--- src/gtht_ram.sv ---
// ============================================================================
// gtht_ram
// Generic single-port-write, single-port-read RAM with registered read.
// ============================================================================
module gtht_ram #(
    parameter int WIDTH = 8,
    parameter int DEPTH = 256
) (
    input  logic                     clk,
    input  logic                     wr_en,
    input  logic [$clog2(DEPTH)-1:0] wr_addr,
    input  logic [WIDTH-1:0]         wr_data,
    input  logic [$clog2(DEPTH)-1:0] rd_addr,
    output logic [WIDTH-1:0]         rd_data
);

    logic [WIDTH-1:0] mem [DEPTH];

    always_ff @(posedge clk)
    begin
        if (wr_en)
        begin
            mem[wr_addr] <= wr_data;
        end
        rd_data <= mem[rd_addr];
    end

endmodule

--- config.mk ---
export PLATFORM = sky130hd
export DESIGN_NAME = gtht_ram
export DESIGN_NICKNAME = d
export VERILOG_FILES = /design/src/gtht_ram.sv
export SDC_FILE = /design/constraint.sdc
export NUM_CORES = 2
export LEC_CHECK = 0
export ABC_CLOCK_PERIOD_IN_PS = 2500
export BUFFER_PORTS_ARGS = -buffer_cell sky130_fd_sc_hd__buf_2
export CELL_PAD_IN_SITES_DETAIL_PLACEMENT = 0
export CELL_PAD_IN_SITES_GLOBAL_PLACEMENT = 1
export CORE_MARGIN = 5
export CORE_UTILIZATION = 35
export DETAILED_ROUTE_END_ITERATION = 7
export PLACE_DENSITY_LB_ADDON = 0.1
export SLEW_MARGIN = 20
export SYNTH_ARGS = -nofsm -noshare
export SYNTH_HDL_FRONTEND = slang
export SYNTH_SLANG_ARGS = --single-unit
--- constraint.sdc ---
create_clock -name clk -period 2.5 [get_ports clk]
set_input_delay 0.125 -clock clk [delete_from_list [all_inputs] [get_ports clk]]
set_output_delay 0.125 -clock clk [all_outputs]
set_load 0.02 [all_outputs]
Yosys cells after proc, flatten, opt, wreduce, memory -nomap -nowiden
Memory sizes are Yosys's and may differ from the RTL's. A register that Yosys moved wholly into a read port is not among the register bits.
Index checks and enable logic that the tools add are counted.
{ "op_classes": {"muxes": 2} }
{ "op_table": {"columns": ["operator", "count"], "rows": [
  ["$mux 1", 2]
]} }
{ "totals": {"out_inout_bits": 8, "n_memories": 1, "mem_bits_rw": 2048, "regBits": 0} }
{ "mem_list": {"columns": ["name", "depth", "word_bits", "rd", "rd_ports_with_merged_regs", "wr", "line", "source"], "rows": [
  ["mem", 256, 8, 1, 1, 1, "17", "logic [WIDTH-1:0] mem [DEPTH];"]
]} }

Logic depth before layout (Yosys ltp)
{ "logic_depth": {"depth_word": 2, "mapped_depth": 11, "ltp_nobuf": 6} }

Least setup slack after synthesis
OpenSTA, ideal clock, no wires.
{ "synth_path": {"path_kind": "in2reg", "start": "in rd_addr[0]", "end": "reg rd_data[2], read port of mem", "path_buffers": 4, "stages": 9, "arrival_ns": 1.932, "slack_ns": 0.437, "required_ns": 2.369, "path_cell_list": "buf_6 -> buf_12 -> buf_8 -> buf_2 -> mux4_2 -> a22oi_1 -> a21oi_1 -> nor4_1 -> nor4_2"} }
{ "synth_rtl": {"columns": ["item", "line", "source"], "rows": [
  ["start: declaration", "13", "input logic [$clog2(DEPTH)-1:0] rd_addr,"],
  ["end: declaration", "14", "output logic [WIDTH-1:0] rd_data"]
]} }

==> metrics.txt <==
outcome=finished, final reports clean; Core Region=roughly 230000 um^2; I/O Pins=34; Async SR Flop Fraction=0%; Num CTS Buffers=roughly 220; count of cell types in the netlist=55; Placed Cells=between 7k and 8k; Final nets=4464; Gate power share=between 5 and 6%; Worst R2R Setup Slack=0.07 ns; DR WL/cell=29.7 um; Post-Syn Instances=3733; WL met3=approximately 10000 um; I/O Buffers=33; clk sinks=2056; final worst setup slack=between 0.06 and 0.07 ns; GPL Wtd Cong=slightly below 0.8; final period utilization=between 90 and 100%; Syn. warnings=0; first-pass GRT wire length=between 300000 and 400000 um; # DRC=0; post-place setup slack=-0.985 ns; Pwr Density=between 700 and 800 nW/um^2; Final Non-Filler Cells=about 7.6k; Worst Setup Start Kind=register; CTS Root Cell=clkbuf_16; Reg2Reg Capture Point=rd_data[4]; worst hold slack=between 0.08 and 0.09 ns; vias in the first global route=41.4k; crit path kind=reg -> reg; Area Overhead vs Synth=20.2%; Post-synth EDFFs=~2.0k; Arr. time, crit path=between 3 and 4 ns; CTS tree=yes; GRT Total Usage=approximately a fifth; Worst VDD drop=approximately 0.52 mV; post-synthesis sequential area ratio=between 70% and 80%; Post-CTS Setup Repair Bufs=0; Slew Limit Headroom=29.1%; Mapped Area=between 70000 and 80000 um^2; Seq cells post-synth=about 2k; final WL=between 200000 and 250000 um; via/cell ratio=~5.2; Hold EP=mem[27][6]; grt ovf=0; critical path fanouts, max=1; via count=~40k; Setup crit start=mem[10][4]; Net Sw Frac=a little over a fifth; sequential power share=roughly half; post-route cell area=roughly 96000 um^2; DRT iter0 DRCs=roughly 3.4k; HP Class=in -> reg; Max H-tree Level=4; leakage power=between 0.03 and 0.04 uW; Reg clk slew, reported paths=about 0.060 ns; Final Hold Fails=0; RSZ-0062 raised after global routing=false; max-slew violation count=0; Max Cap Violations=0; Avg Cell Area, Syn=about 21 um^2; post-layout minimum cycle time=2.43 ns; Layout fillers=20.1k; FMAX=between 400 and 500 MHz; layout cells sized above 1=32.2%; Die H=a little under 500 um; Tightest Pin Transition=roughly 1.1 ns; NetSw=about 16000 uW; Final Setup Violations=0; CP required=between 3 and 4 ns; iteration count of the initial detailed-routing pass=5; total power=between 70000 and 80000 uW; most frequent cells after synthesis=2048 x edfxtp_1, 454 x mux4_2, 282 x nor2_1; Yosys top cell area share=between 70 and 80%; Clock Skew=between 0.05 and 0.06 ns; min-delay src=wr_addr[5]; Synth area leader=edfxtp_1; hold-critical path depth=5; Detail Route Antenna Nets=0; Cell Area, Placed=roughly 88000 um^2; Synth Net Count=between 3k and 4k; top flip-flop cell by instance count after synthesis=edfxtp_1; initial antenna violation count=16; clk_lat worst skew=0.87 ns; count leader, synth=edfxtp_1; clk buf depth=3; effective utilization at floorplan=35.1%; uppermost layer routed=met4; Clock power frac=between 40% and 50%; metal2 WL=110000 um; Core Rows=around 180; FF-to-FF Start=mem[10][4]; die area=237000 um^2; Int Pwr=57700 uW; Final HPWL DP=149000 um; Reg2Reg Depth=6; die width=around 490 um; top cells by area, synth=edfxtp_1 77%, mux4_2 13%, mux2i_1 1.7%, nor2_1 1.3%, a22oi_1 1.3%; largest net degree at the start of global routing=between 100 and 150; WL met1=around 100000 um; Worst Setup End Kind=register
==> routing by layer <==
layer	up-vias	track usage, %
li1	17100	-
met1	21500	27.0
met2	981	31.3
met3	293	2.88
met4	0	4.59
met5	-	0
==> sequential cells by signal (all words and copies together), names as in the netlist <==
| register | count |
|---|---|
| rd_data | 8 |
| mem | 2048 |
==> stage by stage <==
step | utilization (%) | setup TNS, ns
finish | 42.2 | 0
global placement | 39.0 | -5.60
detailed placement | 39.0 | -4.53
global route | 42.2 | 0
floorplan | - | 0
CTS | 42.1 | 0
==> layout by cell type (no fill, tap or decap), drive strengths merged, types with 9 or more instances in the layout <==
cell         instances
bufinv              16
edfxtp            2048
nor4                27
nand4               10
a21oi               96
a22oi              133
a221oi              14
o211ai              10
clkinv              94
nand2               33
o221ai              47
mux2i              134
dlygate4sd3         13
diode                9
clkbuf             285
buf                702
mux4               456
nand3               34
nor3                22
nor2b               31
o21ai               12
o22ai               28
nor2               282
a211oi              16
==> cell families after synthesis <==
| group | Yosys count | synth area share [%] |
|---|---|---|
| AND/OR/NAND/NOR | 466 | 2.63 |
| AO/OA/AOI/OAI | 385 | 3.42 |
| buffers and inverters | 235 | 1.83 |
| multiplexers | 591 | 14.6 |
| flip-flops | 2056 | 77.5 |
==> cell type report <==
type	instances	area (um^2)	share of cell area [%]
repair buffers	715	6600	6.90
clock inverters	116	1120	1.17
inverters	2	7.51	0.00785
flip-flops and latches	2056	61700	64.5
diodes	9	22.5	0.0236
multi-input cells	1442	16600	17.4
well taps	3009	3760	3.94
clock buffers	285	5840	6.11
==> repair_timing <==
item / 4_1_cts / 5_1_grt
hold endpoints to repair: 1619 / 0
endpoints found under the setup margin: 6 / 1
hold buffers: 13 / 0
gates resized for setup: 9 / 2
pin swaps: 0 / 1
==> worst max-delay path by stage <==
stage,endpoint,slack (ns),cells past startpoint
finish,rd_data[4],0.07,6
detailed placement,rd_data[4],-0.98,11
global placement,rd_data[0],-1.27,9
global route,rd_data[3],0.03,7
CTS,rd_data[3],0.03,7
floorplan,rd_data[2],0.44,9
==> power groups by stage <==
stage	registers, uW	logic (uW)	clock network (uW)
6_report	38100	4170	31600
2_1_floorplan	38800	1850	0
4_1_cts	38100	4270	32500
3_5_place_dp	38800	4230	0
5_1_grt	38100	4430	34000
3_3_place_gp	38800	4220	0
==> critical path: stages (launching register included) <==
cell,delay [ns]
edfxtp_1,0.37
mux4_2,0.47
a22oi_1,0.37
a21oi_1,0.33
nor4_4,0.53
buf_4,0.20
nor4_1,0.04
Power figures use the tool's default switching activity.
